$ cat src/rtl/bplr_pkg.sv
// Package: shared constants and types of the button press detector.
`default_nettype none
package bplr_pkg;

  localparam int BUTTONS    = 4;
  localparam int BTN_W      = $clog2(BUTTONS);
  localparam int CODE_W     = BTN_W + 1;
  localparam int RING_DEPTH = 16;
  localparam int RING_AW    = $clog2(RING_DEPTH);

  localparam int FILT_W = 7;
  localparam int LONG_W = 12;
  localparam int REP_W  = 8;
  localparam int DC_W   = FILT_W + 1;
  localparam int CFG_IW = 2;
  localparam int CFG_DW = 12;

  localparam logic [CFG_IW-1:0] REG_FILTER = 2'd0;
  localparam logic [CFG_IW-1:0] REG_LONG   = 2'd1;
  localparam logic [CFG_IW-1:0] REG_REPEAT = 2'd2;

  localparam logic OP_TICK = 1'b0;
  localparam logic OP_READ = 1'b1;

  localparam logic KIND_SHORT = 1'b0;
  localparam logic KIND_LONG  = 1'b1;

  localparam logic [FILT_W-1:0] FILTER_RST = 7'd5;
  localparam logic [LONG_W-1:0] LONG_RST   = 12'd100;
  localparam logic [REP_W-1:0]  REPEAT_RST = 8'd0;

  typedef struct packed {
    logic [FILT_W-1:0] filter_ticks;
    logic [LONG_W-1:0] long_ticks;
    logic [REP_W-1:0]  repeat_period;
  } cfg_t;

  typedef struct packed {
    logic req;
    logic kind;
  } push_t;

  typedef struct packed {
    logic              key_valid;
    logic [CODE_W-1:0] key_code;
    logic [BUTTONS-1:0] pressed_flags;
  } result_t;

endpackage
`default_nettype wire

$ cat src/rtl/bplr_ifs.sv
// Interfaces: input, result and configuration channels.
`default_nettype none
interface bplr_in_if;
  logic                       valid;
  logic                       ready;
  logic                       op;
  logic [bplr_pkg::BUTTONS-1:0] button_levels;
  modport source (output valid, output op, output button_levels, input ready);
  modport sink (input valid, input op, input button_levels, output ready);
endinterface

interface bplr_out_if;
  logic                         valid;
  logic                         ready;
  logic                         key_valid;
  logic [bplr_pkg::CODE_W-1:0]  key_code;
  logic [bplr_pkg::BUTTONS-1:0] pressed_flags;
  modport source (output valid, output key_valid, output key_code, output pressed_flags,
                  input ready);
  modport sink (input valid, input key_valid, input key_code, input pressed_flags,
                output ready);
endinterface

interface bplr_cfg_if;
  logic                        valid;
  logic                        ready;
  logic [bplr_pkg::CFG_IW-1:0] index;
  logic [bplr_pkg::CFG_DW-1:0] data;
  modport source (output valid, output index, output data, input ready);
  modport sink (input valid, input index, input data, output ready);
endinterface
`default_nettype wire

$ cat src/rtl/bplr_lane.sv
// Lane: debounce, long-press and repeat tracking of one button.
`default_nettype none
module bplr_lane (
  input  wire logic           clk,
  input  wire logic           rst,
  input  wire logic           tick_en,
  input  wire logic           level,
  input  wire bplr_pkg::cfg_t cfg,
  output bplr_pkg::push_t     push,
  output logic                pressed_after
);

  logic [bplr_pkg::DC_W-1:0]   debounce_count, debounce_count_next;
  logic                        pressed, pressed_next;
  logic [bplr_pkg::LONG_W-1:0] hold_count, hold_count_next;
  logic [bplr_pkg::REP_W-1:0]  repeat_count, repeat_count_next;

  logic [bplr_pkg::DC_W-1:0]   filt_ext;
  logic [bplr_pkg::DC_W-1:0]   filt_dbl;
  logic [bplr_pkg::LONG_W-1:0] hold_inc;
  logic [bplr_pkg::REP_W:0]    rep_inc;
  logic                        long_en;
  logic                        hold_lt;

  assign filt_ext = {1'b0, cfg.filter_ticks};
  assign filt_dbl = {cfg.filter_ticks, 1'b0};
  assign hold_inc = hold_count + 1'b1;
  assign rep_inc  = {1'b0, repeat_count} + 1'b1;
  assign long_en  = cfg.long_ticks != '0;
  assign hold_lt  = hold_count < cfg.long_ticks;

  always_comb begin
    debounce_count_next = debounce_count;
    pressed_next        = pressed;
    hold_count_next     = hold_count;
    repeat_count_next   = repeat_count;
    push.req            = 1'b0;
    push.kind           = bplr_pkg::KIND_SHORT;
    if (level) begin
      if (debounce_count < filt_ext) begin
        debounce_count_next = filt_ext;
      end else if (debounce_count < filt_dbl) begin
        debounce_count_next = debounce_count + 1'b1;
      end else begin
        pressed_next = 1'b1;
        if (long_en) begin
          if (hold_lt) begin
            hold_count_next = hold_inc;
            if (hold_inc == cfg.long_ticks) begin
              push.req  = 1'b1;
              push.kind = bplr_pkg::KIND_LONG;
            end
          end else if (cfg.repeat_period != '0) begin
            repeat_count_next = rep_inc[bplr_pkg::REP_W-1:0];
            if (rep_inc >= {1'b0, cfg.repeat_period}) begin
              repeat_count_next = '0;
              push.req          = 1'b1;
            end
          end
        end
      end
    end else if (debounce_count != '0) begin
      if (pressed) begin
        pressed_next = 1'b0;
        push.req     = !long_en || hold_lt;
      end
      hold_count_next     = '0;
      repeat_count_next   = '0;
      debounce_count_next = '0;
    end
  end

  assign pressed_after = tick_en ? pressed_next : pressed;

  always_ff @(posedge clk) begin
    if (rst) begin
      debounce_count <= '0;
      pressed        <= 1'b0;
      hold_count     <= '0;
      repeat_count   <= '0;
    end else if (tick_en) begin
      debounce_count <= debounce_count_next;
      pressed        <= pressed_next;
      hold_count     <= hold_count_next;
      repeat_count   <= repeat_count_next;
    end
  end

endmodule
`default_nettype wire

$ cat src/rtl/bplr_ring.sv
// Merge stage: orders lane pushes into the key code ring and serves reads.
`default_nettype none
module bplr_ring (
  input  wire logic                        clk,
  input  wire logic                        rst,
  input  wire logic                        tick_en,
  input  wire logic                        read_en,
  input  wire bplr_pkg::push_t             push [bplr_pkg::BUTTONS],
  output logic                             key_valid,
  output logic [bplr_pkg::CODE_W-1:0]      key_code
);

  logic [bplr_pkg::CODE_W-1:0]  ring [bplr_pkg::RING_DEPTH];
  logic [bplr_pkg::RING_AW-1:0] ring_read_pos;
  logic [bplr_pkg::RING_AW-1:0] ring_write_pos, ring_write_pos_next;
  logic [bplr_pkg::RING_AW-1:0] slot [bplr_pkg::BUTTONS];

  // place each push after those of lower buttons
  always_comb begin
    ring_write_pos_next = ring_write_pos;
    for (int k = 0; k < bplr_pkg::BUTTONS; k++) begin
      slot[k] = ring_write_pos_next;
      if (push[k].req) begin
        ring_write_pos_next = ring_write_pos_next + 1'b1;
      end
    end
  end

  assign key_valid = ring_read_pos != ring_write_pos;
  assign key_code  = key_valid ? ring[ring_read_pos] : '0;

  always_ff @(posedge clk) begin
    if (tick_en) begin
      for (int k = 0; k < bplr_pkg::BUTTONS; k++) begin
        if (push[k].req) begin
          ring[slot[k]] <= {bplr_pkg::BTN_W'(k), push[k].kind};
        end
      end
    end
  end

  always_ff @(posedge clk) begin
    if (rst) begin
      ring_read_pos  <= '0;
      ring_write_pos <= '0;
    end else begin
      if (tick_en) begin
        ring_write_pos <= ring_write_pos_next;
      end
      if (read_en && key_valid) begin
        ring_read_pos <= ring_read_pos + 1'b1;
      end
    end
  end

endmodule
`default_nettype wire

$ cat src/rtl/bplr_out_buf.sv
// Output buffer: result register with a skid word.
`default_nettype none
module bplr_out_buf (
  input  wire logic              clk,
  input  wire logic              rst,
  input  wire logic              push,
  input  wire bplr_pkg::result_t din,
  output logic                   can_take,
  output logic                   dout_valid,
  input  wire logic              dout_ready,
  output bplr_pkg::result_t      dout
);

  bplr_pkg::result_t skid;
  logic              skid_valid;
  logic              advance;

  assign can_take = !skid_valid;
  assign advance  = dout_ready || !dout_valid;

  always_ff @(posedge clk) begin
    if (advance) begin
      dout <= skid_valid ? skid : din;
    end else if (push) begin
      skid <= din;
    end
  end

  always_ff @(posedge clk) begin
    if (rst) begin
      dout_valid <= 1'b0;
      skid_valid <= 1'b0;
    end else if (advance) begin
      dout_valid <= skid_valid || push;
      skid_valid <= 1'b0;
    end else if (push) begin
      skid_valid <= 1'b1;
    end
  end

endmodule
`default_nettype wire

$ cat src/rtl/button_press_long_repeat_detector_core.sv
// Top level: four button lanes, key code ring and result buffer.
// Each accepted item yields one result word, registered in the result buffer.
// Throughput: one item per cycle while the buffer can take it; lanes and ring update in the accept cycle.
// A two-word result buffer keeps input open while one result waits.
// Reset: synchronous, clears lane counters, pressed flags, ring positions and
// result valid; registers return to filter 5, long 100, repeat 0.
`default_nettype none
module button_press_long_repeat_detector_core (
  input  wire logic   clk,
  input  wire logic   rst,
  bplr_in_if.sink     in,
  bplr_out_if.source  out,
  bplr_cfg_if.sink    cfg
);

  bplr_pkg::cfg_t    cfg_regs;
  bplr_pkg::push_t   push [bplr_pkg::BUTTONS];
  bplr_pkg::result_t result;
  bplr_pkg::result_t dout;
  logic [bplr_pkg::BUTTONS-1:0] flags;
  logic ring_valid;
  logic [bplr_pkg::CODE_W-1:0] ring_code;
  logic accept;
  logic tick_en;
  logic read_en;
  logic can_take;

  assign cfg.ready = 1'b1;

  always_ff @(posedge clk) begin
    if (rst) begin
      cfg_regs.filter_ticks  <= bplr_pkg::FILTER_RST;
      cfg_regs.long_ticks    <= bplr_pkg::LONG_RST;
      cfg_regs.repeat_period <= bplr_pkg::REPEAT_RST;
    end else if (cfg.valid) begin
      case (cfg.index)
        bplr_pkg::REG_FILTER: cfg_regs.filter_ticks  <= cfg.data[bplr_pkg::FILT_W-1:0];
        bplr_pkg::REG_LONG:   cfg_regs.long_ticks    <= cfg.data[bplr_pkg::LONG_W-1:0];
        bplr_pkg::REG_REPEAT: cfg_regs.repeat_period <= cfg.data[bplr_pkg::REP_W-1:0];
        default: ;
      endcase
    end
  end

  assign in.ready = can_take;
  assign accept   = in.valid && can_take;
  assign tick_en  = accept && (in.op == bplr_pkg::OP_TICK);
  assign read_en  = accept && (in.op == bplr_pkg::OP_READ);

  for (genvar b = 0; b < bplr_pkg::BUTTONS; b++) begin : g_lane
    bplr_lane u_lane (
      .clk          (clk),
      .rst          (rst),
      .tick_en      (tick_en),
      .level        (in.button_levels[b]),
      .cfg          (cfg_regs),
      .push         (push[b]),
      .pressed_after(flags[b])
    );
  end

  bplr_ring u_ring (
    .clk      (clk),
    .rst      (rst),
    .tick_en  (tick_en),
    .read_en  (read_en),
    .push     (push),
    .key_valid(ring_valid),
    .key_code (ring_code)
  );

  always_comb begin
    result.pressed_flags = flags;
    result.key_valid     = 1'b0;
    result.key_code      = '0;
    if (in.op == bplr_pkg::OP_READ) begin
      result.key_valid = ring_valid;
      result.key_code  = ring_code;
    end
  end

  bplr_out_buf u_out_buf (
    .clk       (clk),
    .rst       (rst),
    .push      (accept),
    .din       (result),
    .can_take  (can_take),
    .dout_valid(out.valid),
    .dout_ready(out.ready),
    .dout      (dout)
  );

  assign out.key_valid     = dout.key_valid;
  assign out.key_code      = dout.key_code;
  assign out.pressed_flags = dout.pressed_flags;

endmodule
`default_nettype wire

$ cat src/flat_wrapper.sv
// flat-port wrapper written by rule: the top's interface ports become plain ports
module button_press_long_repeat_detector_core_flat 
  (clk, rst, in_valid, in_op, in_button_levels, in_ready, out_valid, out_key_valid, out_key_code, out_pressed_flags, out_ready, cfg_valid, cfg_index, cfg_data, cfg_ready);
  bplr_in_if in_i ();
  bplr_out_if out_i ();
  bplr_cfg_if cfg_i ();
  input  wire logic clk;
  input  wire logic rst;
  input wire logic [$bits(in_i.valid)-1:0] in_valid;
  input wire logic [$bits(in_i.op)-1:0] in_op;
  input wire logic [$bits(in_i.button_levels)-1:0] in_button_levels;
  output wire logic [$bits(in_i.ready)-1:0] in_ready;
  output wire logic [$bits(out_i.valid)-1:0] out_valid;
  output wire logic [$bits(out_i.key_valid)-1:0] out_key_valid;
  output wire logic [$bits(out_i.key_code)-1:0] out_key_code;
  output wire logic [$bits(out_i.pressed_flags)-1:0] out_pressed_flags;
  input wire logic [$bits(out_i.ready)-1:0] out_ready;
  input wire logic [$bits(cfg_i.valid)-1:0] cfg_valid;
  input wire logic [$bits(cfg_i.index)-1:0] cfg_index;
  input wire logic [$bits(cfg_i.data)-1:0] cfg_data;
  output wire logic [$bits(cfg_i.ready)-1:0] cfg_ready;
  assign in_i.valid = in_valid;
  assign in_i.op = in_op;
  assign in_i.button_levels = in_button_levels;
  assign in_ready = in_i.ready;
  assign out_valid = out_i.valid;
  assign out_key_valid = out_i.key_valid;
  assign out_key_code = out_i.key_code;
  assign out_pressed_flags = out_i.pressed_flags;
  assign out_i.ready = out_ready;
  assign cfg_i.valid = cfg_valid;
  assign cfg_i.index = cfg_index;
  assign cfg_i.data = cfg_data;
  assign cfg_ready = cfg_i.ready;
  button_press_long_repeat_detector_core u_core (.clk(clk), .rst(rst), .in(in_i), .out(out_i), .cfg(cfg_i));
endmodule
$ cat config.mk
export PLATFORM = sky130hd
export DESIGN_NAME = button_press_long_repeat_detector_core_flat
export DESIGN_NICKNAME = d
export VERILOG_FILES = /design/src/rtl/bplr_pkg.sv /design/src/rtl/bplr_ifs.sv /design/src/rtl/bplr_lane.sv /design/src/rtl/bplr_ring.sv /design/src/rtl/bplr_out_buf.sv /design/src/rtl/button_press_long_repeat_detector_core.sv /design/src/flat_wrapper.sv
export SDC_FILE = /design/constraint.sdc
export NUM_CORES = 1
export LEC_CHECK = 0
export BUFFER_PORTS_ARGS = -buffer_cell sky130_fd_sc_hd__clkbuf_2
export CORE_ASPECT_RATIO = 1.1
export CORE_MARGIN = 3
export CORE_UTILIZATION = 50
export CTS_BUF_LIST = sky130_fd_sc_hd__clkbuf_8 sky130_fd_sc_hd__clkbuf_16
export DETAILED_ROUTE_END_ITERATION = 8
export PLACE_DENSITY = 0.73
export SLEW_MARGIN = 10
export SYNTH_ARGS = -nofsm -noshare
export SYNTH_HDL_FRONTEND = slang
export SYNTH_SLANG_ARGS = --single-unit
$ cat constraint.sdc
create_clock -name clk -period 6.02 [get_ports clk]
set_input_delay 0.301 -clock clk [delete_from_list [all_inputs] [get_ports clk]]
set_output_delay 0.301 -clock clk [all_outputs]
set_load 0.1 [all_outputs]
==> qor.yml, run 1 <==
synth:
  ys_ff_latch: 221
  synth.top_cell.area_share_pct: 22.7
  synth_ff_type: "dfxtp_1"
  synthArstFlopShare_pct: 0
  ys.warnings.count: 0
  synth_commonest_cells: "nor2_1, nand2_1, dfxtp_1, ha_1, a21oi_1"
  yosysSeqAreaShare_pct: 28.5
  synthCells: 2070
  synth-edff-count: 32
  yosysUniqueCellTypes: 91
  synth_area_leaders: "dfxtp_1, ha_1, edfxtp_1, nor2_1, a21oi_1"
  syn-num-nets: 2255
  synth.most_common_cell: "nor2_1"
  netlist_area_um2: 16700
  yosysTopAreaCell: "dfxtp_1"
  syn_area_per_cell_um2: 8.05
placement:
  dp_hpwl_mm: 36.2
  gp_congestion: 0.963
  post-place-cells: 2453
  placedInstanceArea_um2: 17200
  port_buffers: 33
setup_path:
  arrival_ps: 6030
  worst-path-max-fanout: 12
  worstReg2RegStart: "u_core.g_lane[0].u_lane.repeat_count[0]"
  crit_required_ps: 6330
  critPathLaunch: "u_core.g_lane[0].u_lane.repeat_count[0]"
  rrSetupSlack_ps: 290
  endpoint_kind: "flip-flop"
  crit_type: "reg -> reg"
  worstRegToRegCells: 21
  critPathLaunchType: "flip-flop"
min_path:
  holdCritPathClass: "in -> reg"
  hold-path-cell-count: 3
  min-delay-start: "cfg_data[11]"
sta:
  relSlewSlack_pct: 32.4
  fmax_ghz: 0.175
  timing.final.crit_share_pct: 95.1
  rsz0062_at_grt: "false"
  skew_ps: 22.8
  fin_tns_setup_ps: 0
  worstMarginPinSlew_ps: 1010
  finalCriticalPeriod_ps: 5730
  finalHoldViolations: 0
  slew_viol_final: 0
  setup_viol: 0
floorplan:
  num_rows: 69
  initial_core_util_pct: 51.1
  die_h_um: 198
  die_w_um: 180
  ios: 35
  coreArea_um2: 32600
  dieArea_um2: 35600
power_and_ir_drop:
  ir_drop_mv: 0.231
  p_leak_nw: 7.53
  p_per_area_nw_per_um2: 198
clock_network:
  root_buffer: "clkbuf_16"
  clk_pin_slew_worst_paths_ps: 60
  clock-sinks: 221
  cts_tree: "built"
  cts_buffers: 27
  cts_buffer_depth: 3
  htreeDepth: 1
  clock_latency_ps: 560
  post_cts_buffers: 0
cells_and_area:
  drive_gt1_share_pct: 8.03
  fillCellCount: 3032
  syn_to_final_growth_pct: 8.74
  fin_area_um2: 18100
  regArea_um2: 4740
  nets: 2244
  multi_input_area_um2: 11200
  postLayoutCoreUtil_pct: 55.5
  antenna_cells: 0
  final_cells: 2506
run_status:
  status: "finished, final reports clean"
global_route:
  grt_pass1_wl_mm: 78.4
  grt_max_degree: 94
  track_usage_pct: 26.7
  grt-ovfl-total: 0
  grt_pass1_vias: 15100
  antenna_found_initial: 0
route:
  drc: 0
  drt_iter0_markers: 1304
  routedWlPerCell_um: 19.7
  via_count: 15800
  wl_mm: 49.4
  vias_per_cell: 6.29
  drt_pass1_iterations: 6
  antenna_left: 0
job:
  maxCapViolCount: 0
## kinds of logic (layout without fill, tap and decap cells)
family                     Yosys count  count (layout)  share of synthesized area (%)
other                                1               1                         0.0225
muxes                               95              95                           6.91
adders and majority gates          161             161                           12.1
xor gates and xnor gates           111             111                           6.05
AOI/OAI and AO/OA                  465             465                           17.4
buffers and inverters              183             193                           4.32
DFF                                221             221                           28.5
and+or+nand+nor                    833             833                           24.7
## metal layers
metal / share of wire, % / track usage (%) / vias up
li1: - / - / 7481
met1: 42 / 34.0 / 7508
met2: 47 / 45.1 / 638
met3: 7.1 / 4.29 / 128
met4: 4.0 / 11.7 / 0
met5: 0 / 0 / -
## registers in the layout, indices dropped and copies added, names as in the netlist, named ones only
| register | count |
|---|---|
| u_core.cfg_regs | 27 |
| u_core.g_lane.u_lane.repeat_count | 32 |
| u_core.u_out_buf.skid_valid | 1 |
| u_core.u_ring.ring | 48 |
| u_core.u_ring.ring_write_pos | 4 |
| u_core.u_out_buf.dout_valid | 1 |
| u_core.u_out_buf.dout | 8 |
| u_core.u_out_buf.skid | 8 |
| u_core.g_lane.u_lane.debounce_count | 32 |
| u_core.g_lane.u_lane.pressed | 4 |
| u_core.g_lane.u_lane.hold_count | 48 |
| u_core.u_ring.ring_read_pos | 4 |
## worst paths after layout
path                                                  to
worst min-delay path                 u_core.cfg_regs[19]
worst min register to register  u_core.u_ring.ring[7][2]
worst max register to register  u_core.u_ring.ring[4][0]
worst max-delay path            u_core.u_ring.ring[4][0]
## critical path, cell delays in order (launching register included)
cell,delay [ps]
dfxtp_1,390
ha_1,270
nand2_1,110
nor2_1,140
xor2_1,90
ha_1,320
nand3_1,110
or3_1,350
o311a_1,200
or4_1,530
o211a_1,260
xnor2_1,300
inv_1,150
ha_1,360
xnor2_1,170
o21ai_0,170
mux2i_1,100
a31o_2,250
a22oi_1,300
xnor2_2,220
and3_1,280
or3b_1,410
## power by group
group | internal, W | switching, W
logic | 0.000118 | 0.000245
registers | 0.00151 | 0.0000290
clock network | 0.000959 | 0.000717
total | 0.00259 | 0.000991
## metrics by stage
| stage | hold slack (ps) | power (W) | setup WS [ps] |
|---|---|---|---|
| 3_3_place_gp | 441 | 0.00192 | 495 |
| 5_1_grt | 43.0 | 0.00370 | 1.51 |
| 6_report | 47.6 | 0.00358 | 294 |
| 3_5_place_dp | 439 | 0.00193 | 367 |
| 2_1_floorplan | 418 | 0.00182 | 694 |
| 4_1_cts | 11.0 | 0.00361 | 346 |
## cell usage in the layout, fill, tap and decap left out, drive strengths merged, types with 21 or more instances in the layout
cell	n
nand4	26
xor2	48
a21oi	159
nand2	194
dfxtp	189
clkbuf	62
mux2i	69
ha	161
nor2b	31
nor2	217
nor4	26
edfxtp	32
o21ai	113
nor3	51
buf	33
and3	61
nand3	107
a31oi	21
inv	83
xnor2	61
## cell type report
class,count,area share (%)
Clock buffer,30,3.95
Tap cell,426,2.94
Inverter,75,1.55
Timing Repair Buffer,68,2.42
Multi-Input combinational cell,1666,61.9
Sequential cell,221,26.2
Clock inverter,20,1.08
## timing repair
action / 4_1_cts / 5_1_grt
endpoints found under the hold margin: 3 / 0
hold buffers: 3 / 0
setup endpoints to repair: 0 / 1
gates resized for setup: 0 / 1
(Power assumes the default switching activity.)
==> run 2, diff against run 1 <==
==> constraint.sdc (replaced) <==
create_clock -name clk -period 6.02 [get_ports clk]
set_input_delay 0.602 -clock clk [delete_from_list [all_inputs] [get_ports clk]]
set_output_delay 0.602 -clock clk [all_outputs]
set_load 0.1 [all_outputs]
==> qor.yml, run 2 (same netlist as run 1, synthesis figures left out) <==
run_status:
  status: "finished, final reports clean"
clock_network:
  post_cts_buffers: 0
  post_cts_resized: 0
  clock_latency_ps: 550
  clock-sinks: 221
  cts_hold_buffers: 0
  root_buffer: "clkbuf_16"
  htreeDepth: 1
  cts_tree: "built"
  clk_pin_slew_worst_paths_ps: 60
  cts_buffers: 27
  cts_buffer_depth: 3
setup_path:
  endpoint_kind: "flip-flop"
  crit_required_ps: 6310
  rrSetupSlack_ps: 320
  worst-path-max-fanout: 12
  critPathLaunchType: "flip-flop"
  crit_type: "reg -> reg"
  arrival_ps: 5990
cells_and_area:
  drive_gt1_share_pct: 8.13
  antenna_cells: 0
  final_cells: 2505
  syn_to_final_growth_pct: 9.00
  layout_common_cells: "nor2_1, nand2_1, dfxtp_1"
  nets: 2243
  layout_commonest_cell: "nor2_1"
  fillCellCount: 2987
placement:
  port_buffers: 33
  dp_slack_ps: 345
  dp_hpwl_mm: 35.9
  post-place-cells: 2455
  gp_congestion: 0.961
floorplan:
  die_w_um: 180
  ios: 35
  die_h_um: 198
  initial_core_util_pct: 51.1
  num_rows: 69
  coreArea_um2: 32600
  dieArea_um2: 35600
sta:
  fin_hold_ws_ps: 282
  setup_viol: 0
  fin_tns_setup_ps: 0
  finalCriticalPeriod_ps: 5700
  fmax_ghz: 0.175
  rsz0062_at_grt: "false"
  timing.final.crit_share_pct: 94.7
  fin_ws_ps: 319
  finalHoldViolations: 0
  skew_ps: 23.8
  relSlewSlack_pct: 23.0
  worstMarginPinSlew_ps: 1160
  slew_viol_final: 0
global_route:
  grt_pass1_wl_mm: 79.1
  antenna_found_initial: 0
  grt_max_degree: 109
  track_usage_pct: 26.8
  grt_pass1_vias: 15200
  grt-ovfl-total: 0
job:
  maxCapViolCount: 0
route:
  vias_per_cell: 6.23
  routedWlPerCell_um: 19.6
  drt_iter0_markers: 1480
  via_count: 15600
  wl_mm: 49.0
  drc: 0
  drt_pass1_iterations: 5
  antenna_left: 0
power_and_ir_drop:
  p_per_area_nw_per_um2: 202
  p_leak_nw: 7.56
  ir_drop_mv: 0.270
  finalPower_w: 0.00367
min_path:
  holdCritPathClass: "in -> reg"
-- run 2: cell count changes in the layout (fill, tap and decap cells not counted) --
cell / delta
clkinv_4: -2
dlygate4sd3_1: -3
clkinv_2: +2
inv_8: +1
inv_6: -4
buf_4: +2
bufinv_16: +3
-- run 2: path summary, 6_finish.rpt --
| path | from | to | depth (start not counted) |
|---|---|---|---|
| min reg2reg | u_core.u_ring.ring[7][2] | u_core.u_ring.ring[7][2] | 2 |
| max | u_core.g_lane[0].u_lane.repeat_count[0] | u_core.u_ring.ring[4][0] | 21 |
| max reg2reg | u_core.g_lane[0].u_lane.repeat_count[0] | u_core.u_ring.ring[4][0] | 21 |
| min | cfg_data[10] | u_core.cfg_regs[18] | 3 |
-- run 2: layout make-up --
type	count	area, um2	share of cell area, %
Timing Repair Buffer	67	423	2.33
Tap cell	426	533	2.93
Inverter	75	282	1.55
Clock inverter	20	255	1.40
Clock buffer	30	717	3.95
Sequential cell	221	4740	26.1
Multi-Input combinational cell	1666	11200	61.7
-- run 2: critical path, cell delays in order (launching register included) --
cell and delay [ps]:
dfxtp_1 400, ha_1 270, nand2_1 110, nor2_1 140, xor2_1 100, ha_1 300, nand3_1 100, or3_1 360
o311a_1 190, or4_1 530, o211a_1 270, xnor2_1 320, inv_1 140, ha_1 360, xnor2_1 170, o21ai_0 150
mux2i_1 90, a31o_2 250, a22oi_1 290, xnor2_2 220, and3_1 290, or3b_1 390
-- run 2: metal layers --
layer / part of all wire (%) / track usage (%) / wire length, um / up-vias
li1: - / - / - / 7501
met1: 43 / 35.0 / 21100 / 7418
met2: 46 / 45.1 / 22600 / 574
met3: 7.2 / 3.85 / 3520 / 112
met4: 3.5 / 10.3 / 1740 / 0
met5: 0 / 0 / 0 / -
-- run 2: power by group --
group / leakage [nW] / switching [W] / internal [W] / total (W)
combinational: 5.24 / 0.000244 / 0.000117 / 0.000361
sequential: 1.86 / 0.0000282 / 0.00151 / 0.00154
clock: 0.466 / 0.000690 / 0.00108 / 0.00177
-- run 2: per-stage QoR --
stage / area (um2) / util, %
2_1_floorplan: 16700 / -
6_report: 18200 / 55.7
3_3_place_gp: 17200 / 52.7
3_5_place_dp: 17200 / 52.7
4_1_cts: 18200 / 55.7
5_1_grt: 18200 / 55.7
==> run 3, diff against run 2 <==
GPL_TIMING_DRIVEN = 0   (was not set)
TNS_END_PERCENT = 5   (was not set)
clock period = 5.9 ns   (was 6.02 ns; I/O delays follow)
==> qor.yml, run 3 (same netlist as run 1, synthesis figures left out) <==
floorplan:
  ios: 35
  die_w_um: 180
  initial_core_util_pct: 51.1
  num_rows: 69
  coreArea_um2: 32600
  die_h_um: 198
  dieArea_um2: 35600
clock_network:
  root_buffer: "clkbuf_16"
  cts_tree: "built"
  cts_buffer_depth: 3
  cts_buffers: 27
  clk_pin_slew_worst_paths_ps: 70
  clock-sinks: 221
  clock_latency_ps: 550
  htreeDepth: 1
global_route:
  grt_max_degree: 14
  grt_pass1_wl_mm: 84.0
  antenna_found_initial: 0
  grt_pass1_vias: 15600
  grt-ovfl-total: 0
  track_usage_pct: 28.9
setup_path:
  worstReg2RegStart: "u_core.cfg_regs[19]"
  path_buf_inv: 4
  crit_type: "reg -> reg"
  critPathSlowestCell: "dfxtp_1"
  rrSetupSlack_ps: 200
  crit_required_ps: 6210
  critPathTopFamily: "simple AND/OR/NAND/NOR gates"
  rr_endpoint: "u_core.u_ring.ring[4][0]"
  worstRegToRegCells: 21
  endpoint_kind: "flip-flop"
  worst_path_most_repeated_cell: "ha_1"
  arrival_ps: 6010
  max_stage_delay_ps: 590
  critPathLaunchType: "flip-flop"
  worst-path-max-fanout: 7
  crit_chain: "inv_1 -> ha_1 -> nand4_1 -> a2111o_1 -> a31o_2 -> or4_4 -> o211ai_4 -> buf_6 -> mux2i_4 -> inv_1 -> ha_1 -> o21a_1 -> a21oi_2 -> ha_1 -> nor2b_2 -> or2_2 -> inv_1 -> ha_1 -> and3_1 -> and3_1 -> or3b_1"
cells_and_area:
  postLayoutCoreUtil_pct: 56.6
  syn_to_final_growth_pct: 10.8
  layout_commonest_cell: "nor2_1"
  layout_common_cells: "nor2_1, nand2_1, dfxtp_1"
  drive_gt1_share_pct: 8.27
  nets: 2317
sta:
  fin_ws_ps: 200
  skew_ps: 13.1
  timing.final.crit_share_pct: 96.6
  fin_tns_setup_ps: 0
  worstMarginPinSlew_ps: 1130
  relSlewSlack_pct: 23.2
  slew_viol_final: 0
  finalHoldViolations: 0
  fmax_ghz: 0.175
  setup_viol: 0
  finalCriticalPeriod_ps: 5700
route:
  wl_mm: 53.3
  vias_per_cell: 6.30
  antenna_left: 0
  drt_pass1_iterations: 5
  via_count: 16200
  routedWlPerCell_um: 20.7
  drt_iter0_markers: 1672
  drc: 0
power_and_ir_drop:
  p_per_area_nw_per_um2: 206
  finalPower_w: 0.00380
  p_leak_nw: 7.63
  ir_drop_mv: 0.195
placement:
  gp_congestion: 1.01
  dp_hpwl_mm: 39.4
  port_buffers: 30
  dp_slack_ps: -907
min_path:
  min-delay-start: "cfg_data[11]"
  hold-path-cell-count: 3
  min_to: "u_core.cfg_regs[19]"
  holdCritPathClass: "in -> reg"
run_status:
  status: "finished, final reports clean"
job:
  maxCapViolCount: 0
[run 3: cell types whose count changed in the layout (fill, tap and decap cells not counted), sizes merged, moves of 2 or more]
cell      before  now
buf           35   32
clkinv         5   11
inv           80   76
clkinvlp       5    3
clkbuf        62  137
[run 3: worst register-to-register path, delay by kind of cell, from the launching register on]
kind,cells,cell delay (ps)
flip-flops,1,590
AO/OA/AOI/OAI,5,1190
buffers and inverters,4,610
adder cells (fa/ha/maj),4,1130
multiplexers,1,260
AND/OR/NAND/NOR,7,1680
[run 3: routing by layer]
layer / wire length [um] / vias up / GRT usage (%)
li1: - / 7636 / -
met1: 22000 / 7657 / 37.2
met2: 24400 / 791 / 48.3
met3: 4520 / 160 / 4.57
met4: 2370 / 0 / 12.5
met5: 0 / - / 0
[run 3: worst max path at each step]
stage                                       startpoint                       end  cells after the start
6_report                           u_core.cfg_regs[19]  u_core.u_ring.ring[4][0]                     21
5_1_grt        u_core.g_lane[0].u_lane.repeat_count[0]  u_core.u_ring.ring[4][0]                     24
4_1_cts                            u_core.cfg_regs[22]  u_core.u_ring.ring[4][0]                     20
3_5_place_dp                       u_core.cfg_regs[16]  u_core.u_ring.ring[9][0]                     22
3_3_place_gp                       u_core.cfg_regs[16]  u_core.u_ring.ring[9][0]                     21
2_1_floorplan                      u_core.cfg_regs[17]  u_core.u_ring.ring[4][0]                     22
[run 3: what timing repair did]
action                                  4_1_cts  5_1_grt
pin swaps                                     1        1
endpoints found under the setup margin       67       62
hold buffers                                  0        0
buffers inserted                              2        5
resized for setup                            13       15
endpoints found under the hold margin         0        0
[run 3: layout make-up]
cell class              count  area, um2
fillers                  2971      14200
clock inverters            21        280
multi-input cells        1666      11300
diodes                      1       2.50
plain buffers             103        434
repair buffers             38        206
clock buffers              28        689
well taps                 426        533
flip-flops and latches    221       4750
inverters                  75        285
[run 3: per-stage QoR]
| step | hold slack (ps) | cells | cell area, um2 |
|---|---|---|---|
| final | 300 | 2579 | 18500 |
| after global routing | 298 | 2578 | 18500 |
| after CTS | 284 | 2574 | 18400 |
| after detailed placement | 451 | 2527 | 17400 |
| after global placement | 448 | 2526 | 17400 |
| after floorplan | 418 | 2070 | 16700 |
[run 3: where the power goes]
part	switching, W	total (W)	internal (W)
Clock	0.000726	0.00184	0.00111
Sequential	0.0000290	0.00157	0.00154
Combinational	0.000269	0.000389	0.000120
